## config.mk

```make
export PLATFORM = sky130hd
export DESIGN_NAME = bit_permutation_step_top
export DESIGN_NICKNAME = d
export VERILOG_FILES = /design/src/rtl/bps_pkg.sv /design/src/rtl/bps_next.sv /design/src/rtl/bps_step.sv /design/src/rtl/bit_permutation_step_top.sv
export SDC_FILE = /design/constraint.sdc
export NUM_CORES = 1
export LEC_CHECK = 0
export BUFFER_PORTS_ARGS = -buffer_cell sky130_fd_sc_hd__buf_2
export CORE_ASPECT_RATIO = 1.75
export CORE_MARGIN = 4
export CORE_UTILIZATION = 57
export DETAILED_ROUTE_END_ITERATION = 8
export GPL_TIMING_DRIVEN = 1
export PLACE_DENSITY = 0.87
export SLEW_MARGIN = 0
export SYNTH_ARGS = -nofsm -noshare
export SYNTH_HDL_FRONTEND = slang
export SYNTH_SLANG_ARGS = --single-unit
```

## constraint.sdc

```tcl
create_clock -name clk -period 5.65 [get_ports clk]
set_input_delay 0.2825 -clock clk [delete_from_list [all_inputs] [get_ports clk]]
set_output_delay 0.2825 -clock clk [all_outputs]
set_load 0.02 [all_outputs]
```

## src/rtl/bps_pkg.sv

```systemverilog
// Package for the bit permutation step block: widths, reset length, result type
// and the window mask function. Used by all rtl files; depends on nothing.
package bps_pkg;

	localparam int MAX_WIDTH = 64;
	localparam int LEN_W     = 7;
	localparam int CTZ_W     = $clog2(MAX_WIDTH);

	localparam logic [LEN_W-1:0] LEN_RESET = LEN_W'(32);

	typedef logic [MAX_WIDTH-1:0] word_t;
	typedef logic [LEN_W-1:0]     len_t;

	typedef struct packed {
		word_t word;
		logic  found;
	} bps_result_t;

	// Ones in the low bits that form the sequence; clamp length to 1..MAX_WIDTH.
	function automatic word_t bps_mask(input len_t len);
		len_t  l;
		word_t m;
		l = len;
		if (l == '0) begin
			l = LEN_W'(1);
		end
		if (l > LEN_W'(MAX_WIDTH)) begin
			l = LEN_W'(MAX_WIDTH);
		end
		for (int i = 0; i < MAX_WIDTH; i++) begin
			m[i] = (LEN_W'(i) < l);
		end
		return m;
	endfunction

endpackage

```

## src/rtl/bps_next.sv

```systemverilog
// Next larger word with the same number of one bits inside the window.
// Uses bps_pkg.
module bps_next (
	input  bps_pkg::word_t x,
	input  bps_pkg::word_t mask,
	output bps_pkg::word_t res,
	output logic           ok
);
	import bps_pkg::*;

	word_t            low;
	word_t            r;
	word_t            tail;
	logic             carry;
	logic [CTZ_W-1:0] tz;

	assign low          = x & (~x + word_t'(1));
	assign {carry, r}   = {1'b0, x} + {1'b0, low};

	// encode the isolated lowest set bit
	always_comb begin
		tz = '0;
		for (int i = 0; i < MAX_WIDTH; i++) begin
			if (low[i]) begin
				tz = tz | CTZ_W'(i);
			end
		end
	end

	assign tail = ((x ^ r) >> 2) >> tz;
	assign ok   = (x != '0) && !carry && ((r & ~mask) == '0);
	assign res  = (r | tail) & mask;

endmodule

```

## src/rtl/bps_step.sv

```systemverilog
// Direction handling around the next-permutation core: previous is the
// complement of next taken on the complemented window. Uses bps_pkg, bps_next.
module bps_step (
	input  logic                kind,
	input  bps_pkg::word_t      x,
	input  bps_pkg::word_t      mask,
	output bps_pkg::bps_result_t result
);
	import bps_pkg::*;

	word_t core_in;
	word_t core_res;
	word_t perm;
	logic  core_ok;

	assign core_in = kind ? (~x & mask) : x;

	bps_next u_next (
		.x    (core_in),
		.mask (mask),
		.res  (core_res),
		.ok   (core_ok)
	);

	assign perm         = kind ? (~core_res & mask) : core_res;
	assign result.word  = core_ok ? perm : x;
	assign result.found = core_ok;

endmodule

```

## src/rtl/bit_permutation_step_top.sv

```systemverilog
// Top level of the bit permutation step block: config register, input stage,
// permutation logic and output register. Uses bps_pkg and bps_step.
// Each input is held in the input stage, and its result in the output register.
// Throughput: one item per cycle while out_stall is low; the input stage still
// takes a new transfer while a result waits on a stalled output, if it is empty.
// Reset: clears both valid flags and sets word_length to 32.
module bit_permutation_step_top (
	input  logic                clk,
	input  logic                arst_n,
	input  logic                word_length_we,
	input  bps_pkg::len_t       word_length_wdata,
	input  logic                in_valid,
	output logic                in_stall,
	input  logic                kind,
	input  bps_pkg::word_t      word_in,
	output logic                out_valid,
	input  logic                out_stall,
	output bps_pkg::word_t      word_out,
	output logic                found
);
	import bps_pkg::*;

	word_t       mask_q;
	logic        valid_s1;
	logic        kind_s1;
	word_t       x_s1;
	logic        out_valid_q;
	bps_result_t res_q;
	bps_result_t res;
	logic        out_load;

	always_ff @(posedge clk or negedge arst_n) begin
		if (!arst_n) begin
			mask_q <= bps_mask(LEN_RESET);
		end else if (word_length_we) begin
			mask_q <= bps_mask(word_length_wdata);
		end
	end

	assign out_load = !out_valid_q || !out_stall;
	assign in_stall = valid_s1 && !out_load;

	always_ff @(posedge clk or negedge arst_n) begin
		if (!arst_n) begin
			valid_s1 <= 1'b0;
		end else if (!in_stall) begin
			valid_s1 <= in_valid;
		end
	end

	always_ff @(posedge clk) begin
		if (in_valid && !in_stall) begin
			kind_s1 <= kind;
			x_s1    <= word_in & mask_q;
		end
	end

	bps_step u_step (
		.kind   (kind_s1),
		.x      (x_s1),
		.mask   (mask_q),
		.result (res)
	);

	always_ff @(posedge clk or negedge arst_n) begin
		if (!arst_n) begin
			out_valid_q <= 1'b0;
		end else if (out_load) begin
			out_valid_q <= valid_s1;
		end
	end

	always_ff @(posedge clk) begin
		if (out_load && valid_s1) begin
			res_q <= res;
		end
	end

	assign out_valid = out_valid_q;
	assign word_out  = res_q.word;
	assign found     = res_q.found;

	a_count_kept: assert property (@(posedge clk) disable iff (!arst_n)
		valid_s1 && res.found |-> $countones(res.word) == $countones(x_s1))
		else $error("permutation changed the number of one bits");

	a_next_larger: assert property (@(posedge clk) disable iff (!arst_n)
		valid_s1 && res.found && !kind_s1 |-> res.word > x_s1)
		else $error("next permutation not larger");

	a_prev_smaller: assert property (@(posedge clk) disable iff (!arst_n)
		valid_s1 && res.found && kind_s1 |-> res.word < x_s1)
		else $error("previous permutation not smaller");

	a_none_unchanged: assert property (@(posedge clk) disable iff (!arst_n)
		valid_s1 && !res.found |-> res.word == x_s1)
		else $error("word changed without a permutation");

	a_in_window: assert property (@(posedge clk) disable iff (!arst_n)
		valid_s1 |-> (res.word & ~mask_q) == '0)
		else $error("result has bits outside the window");

endmodule
```

==> results of run 1 <==
-- repair_timing --
| action | CTS |
|---|---|
| setup buffers | 20 |
| endpoints found under the hold margin | 1 |
| gates cloned | 0 |
| setup endpoints to repair | 65 |
| gates resized for setup | 168 |
| pin swaps | 30 |
| hold buffers | 1 |
-- synthesized netlist by cell type, types with 16 or more instances --
| cell | n | area share [%] |
|---|---|---|
| buf_6 | 20 | 1.0 |
| mux2i_1 | 96 | 4.3 |
| or3_1 | 32 | 0.90 |
| nand3_1 | 126 | 2.8 |
| or4_1 | 17 | 0.57 |
| xor2_1 | 16 | 0.63 |
| o21ai_0 | 196 | 4.4 |
| a22oi_1 | 23 | 0.77 |
| o211ai_1 | 51 | 1.7 |
| inv_1 | 54 | 0.91 |
| and2_1 | 83 | 2.3 |
| or2_2 | 23 | 0.64 |
| a211oi_1 | 44 | 1.5 |
| a31oi_1 | 53 | 1.5 |
| edfxtp_1 | 130 | 17 |
| nor3_1 | 113 | 2.5 |
| a21boi_0 | 16 | 0.54 |
| nand2b_1 | 63 | 1.8 |
| a21oi_1 | 187 | 4.2 |
| nor2b_1 | 60 | 1.7 |
| nor4_1 | 32 | 0.90 |
| buf_2 | 45 | 1.0 |
| a21o_1 | 26 | 0.87 |
| o22ai_1 | 47 | 1.3 |
| nor2_1 | 254 | 4.3 |
| dfstp_2 | 32 | 3.8 |
| o31ai_1 | 41 | 1.4 |
| o21ai_1 | 23 | 0.52 |
| o2bb2ai_1 | 28 | 1.1 |
| nand4_1 | 38 | 1.1 |
| clkbuf_1 | 85 | 1.4 |
| and3_1 | 26 | 0.73 |
| a31o_2 | 21 | 0.82 |
| o221ai_1 | 23 | 0.90 |
| dfrtp_1 | 34 | 3.8 |
| xnor2_1 | 90 | 3.5 |
| mux2_2 | 56 | 2.8 |
| nand2_1 | 198 | 3.3 |
-- kinds of logic after synthesis --
logic type / count (synthesis) / synth area share, %
mux: 153 / 7.19
simple gates: 1155 / 27.7
flops: 196 / 25.1
buf+inv: 230 / 4.97
xor+xnor: 106 / 4.16
compound gates: 1002 / 30.9
-- stage by stage --
stage	TNS [ns]	util, %
4_1_cts	-0.00948	78.6
3_5_place_dp	-50.58	74.6
3_3_place_gp	-36.01	74.6
2_1_floorplan	0	-
-- per-layer routing --
layer / track usage (%) / GRT overflow
met1: 90.7 / 146
met2: 106 / 981
met3: 88.5 / 119
met4: 98.3 / 462
met5: 72.5 / 25
==> flow_summary.ini, run 1 <==
[status]
status = aborted with a tool error
haltStage = 5_1_grt
firstError = [ERROR GRT-0116] Global routing finished with congestion. Check the congestion regions in the DRC Viewer.

[placement]
placed_cell_area_sq_um = 28700
io_buffers = 143
place_inst = 4057
dp_slack_ns = -1.03
hpwlAfterDp_mm = 101
place_congestion = 1.46

[yosys]
synth.distinct_cells = 110
synthesis.area_sq_um = 22300
async_reset_ff_share_pct = 33.7
synthCells = 2842
avgSynthCellArea_sq_um = 7.85
yosys_warnings = 0
ys.flop_type = edfxtp_1
syn-num-nets = 2919
synth_edf_count = 130
ys_ff_latch = 196
yosysSeqAreaShare_pct = 25.1

[clocking]
cts_root_buf = clkbuf_16
clock_sinks = 196
ctsHtreeMaxLevel = 4
cts_buffer_depth = 2
numCtsBuffers = 17

[global_route]
grt_pass1_wl_mm = 310
grt_usage_pct = 95.3
gr-total-overflow = 1733
grt_pass1_vias = 43900
grt_max_degree = 67

[floorplanning]
fp-row-count = 95
ios = 144
die_h_um = 270
initial_core_util_pct = 58.0
die_x_um = 158
==> run 2: changes to the inputs <==
--- a/config.mk
+++ b/config.mk
@@ -6,12 +6,11 @@
 export NUM_CORES = 1
 export LEC_CHECK = 0
 export BUFFER_PORTS_ARGS = -buffer_cell sky130_fd_sc_hd__buf_2
-export CORE_ASPECT_RATIO = 1.75
 export CORE_MARGIN = 4
-export CORE_UTILIZATION = 57
+export CORE_UTILIZATION = 40
 export DETAILED_ROUTE_END_ITERATION = 8
 export GPL_TIMING_DRIVEN = 1
-export PLACE_DENSITY = 0.87
+export PLACE_DENSITY_LB_ADDON = 0.15
 export SLEW_MARGIN = 0
 export SYNTH_ARGS = -nofsm -noshare
 export SYNTH_HDL_FRONTEND = slang
==> constraint.sdc (replaced) <==
create_clock -name clk -period 7.3 [get_ports clk]
set_input_delay 0.365 -clock clk [delete_from_list [all_inputs] [get_ports clk]]
set_output_delay 0.365 -clock clk [all_outputs]
set_load 0.02 [all_outputs]
==> flow_summary.ini, run 2 <==
[routing]
vias = 28000
first_iter_violations = 4869
wl_mm = 138
drt-vias-per-instance = 7.09
drc = 0
wl_per_cell_um = 34.9
first_pass_iters = 8
drt.antenna.violating_nets = 0

[sta]
worst_slew_pin_slew_ns = 1.39
fin_ws_ns = -0.0495
period_share_pct = 101
finalCriticalPeriod_ns = 7.35
rsz0062_at_grt = false
drv_slew = 0
setup_violations = 5
fin_skew_ns = 0.0323
hold_violations = 0
slew_headroom_pct = 7.00
max_freq_ghz = 0.136

[power]
power.density_nw_per_um2 = 164
ir_drop_v = 0.000190
power_leakage_uw = 0.0103
power_uw = 4400

[layout]
num-fill-cells = 5583
syn_to_final_growth_pct = 19.9
final_common_cell = buf_4
final_cell_mix = 344 x buf_4, 249 x nor2_1, 198 x nand2_1, 196 x o21ai_0, 187 x a21oi_1
fin_area_sq_um = 26800
layout-drive-gt1-share_pct = 23.3
fin_nets = 3269

[yosys]
muxShareOfSynthArea_pct = 7.19
yosysSeqAreaShare_pct = 25.1
ys_top_cells_by_area = edfxtp_1 17%, o21ai_0 4.4%, mux2i_1 4.3%, nor2_1 4.3%, a21oi_1 4.2%
avgSynthCellArea_sq_um = 7.85
synth_edf_count = 130
synth_fa_ha_area_share_pct = 0
synthCells = 2842
async_reset_ff_share_pct = 33.7
synth_top_area_share_pct = 17.5
yosys.area_share.simple_pct = 27.7
synth_area_leader_cell = edfxtp_1
synth_compound_area_share_pct = 30.9
synthesis.area_sq_um = 22300
yosys_warnings = 0
synth.distinct_cells = 110
ys.flop_type = edfxtp_1
ys_ff_latch = 196
synthXorXnorAreaFrac_pct = 4.16
yosysMostFrequentCell = nor2_1
syn-num-nets = 2919
synth_top_family_by_area = compound AO/OA/AOI/OAI gates
synth_common_cells = 254 x nor2_1, 198 x nand2_1, 196 x o21ai_0

[clocking]
cts_tree = yes
clock_sinks = 196
clkTransAtPathRegs_ns = 0.11
numCtsBuffers = 17
clock_latency_ns = 0.52
cts_hold_buf = 0
cts_buffer_depth = 2
cts_root_buf = clkbuf_16
ctsHtreeMaxLevel = 4

[placement]
io_buffers = 143
hpwlAfterDp_mm = 112
place_congestion = 1.17
dp_slack_ns = -0.217
placed_cell_area_sq_um = 26100

[flow_run]
maxCapViolations = 0

[floorplanning]
dieArea_sq_um = 59600
die_h_um = 244
die_x_um = 244
ios = 144
core_area_sq_um = 55200
initial_core_util_pct = 40.4
fp-row-count = 86

[worst_setup_path]
required_ns = 7.57
worstPathArrival_ns = 7.62
start_kind = flip-flop
rrSetupSlack_ns = -0.05
critical_path_class = flip-flop to flip-flop
end_kind = flip-flop
cp_max_fo = 66

[global_route]
grt_pass1_vias = 25700
gr-total-overflow = 0
grt_antenna_before_repair = 12
grt_usage_pct = 44.3
grt_pass1_wl_mm = 192
grt_max_degree = 67

[hold_path]
min_path_type = primary input to flip-flop

[status]
status = finished with violations
violations = setup timing
## run 2: cell counts after synthesis
Identical to the previous run, type by type.
## run 2: through the flow
stage,TNS (ns),cells,utilization [%],hold slack (ns)
finish,-0.0978,3957,48.5,0.0383
global route,0,3956,48.5,0.0267
CTS,0,3950,48.4,0.0129
detailed placement,-1.28,3917,47.2,0.479
global placement,-3.51,3917,47.2,0.462
floorplan,0,2842,-,0.0694
## run 2: worst paths after layout
kind	start	endpoint	cells past startpoint
worst max-delay path	kind_s1$_DFFE_PP_	word_out[7]$_DFFE_PP_	19
worst min-delay path	kind	kind_s1$_DFFE_PP_	1
worst max register to register	kind_s1$_DFFE_PP_	word_out[7]$_DFFE_PP_	19
worst min register to register	valid_s1$_DFFE_PN0N_	out_valid$_DFFE_PN0N_	1
max in group asynchronous	arst_n	mask_q[53]$_DFFE_PN0P_	2
min in group asynchronous	arst_n	mask_q[15]$_DFFE_PN1P_	1
## run 2: power by group
group,internal [uW],switching (uW),total (uW)
Combinational,641,1220,1870
Sequential,1300,145,1450
Clock,482,600,1080
## run 2: cells by family (layout without fill, tap and decap cells)
| group | Yosys count | in the layout |
|---|---|---|
| AOI/OAI and AO/OA | 1002 | 1002 |
| xor gates and xnor gates | 106 | 106 |
| buffers and inverters | 230 | 592 |
| DFF | 196 | 196 |
| muxes | 153 | 153 |
| other | 0 | 4 |
| and+or+nand+nor | 1155 | 1156 |
## run 2: critical path, stage by stage (launching register included)
cell       delay (ns)
edfxtp_1         0.47
buf_4            0.18
buf_12           0.18
buf_4            0.23
nor4_1           0.56
o21ai_0          0.26
nor4_2           1.05
a311oi_1         0.50
o211ai_1         0.50
o21ai_0          0.37
a31oi_1          0.36
buf_4            0.19
xnor2_1          0.16
o22ai_1          0.12
nor3_1           0.72
and4_1           0.41
nand2_4          0.16
buf_12           0.25
o2bb2ai_1        0.17
buf_4            0.13
## run 2: cell type report
class | instances | area, sq um | area share, %
diodes | 4 | 10.0 | 0.0374
clock buffers | 17 | 425 | 1.59
clock inverters | 15 | 218 | 0.814
inverters | 55 | 208 | 0.776
multi-input cells | 2417 | 15700 | 58.6
flip-flops and latches | 196 | 5600 | 20.9
well taps | 748 | 936 | 3.50
repair buffers | 505 | 3690 | 13.8
## run 2: what timing repair did
action                     CTS  global route
gates cloned                 0             1
buffers inserted             1             2
gates resized for setup      1             2
setup endpoints to repair   16            25
pin swaps                    0             1
## run 2: per-layer routing
metal | track usage, % | up-vias | part of all wire (%)
met5 | 0 | - | 0.072
met4 | 19.3 | 14 | 5.3
met3 | 15.8 | 386 | 14
met2 | 61.6 | 2225 | 40
met1 | 61.5 | 13700 | 41
li1 | - | 11700 | -
(Power assumes the default switching activity.)
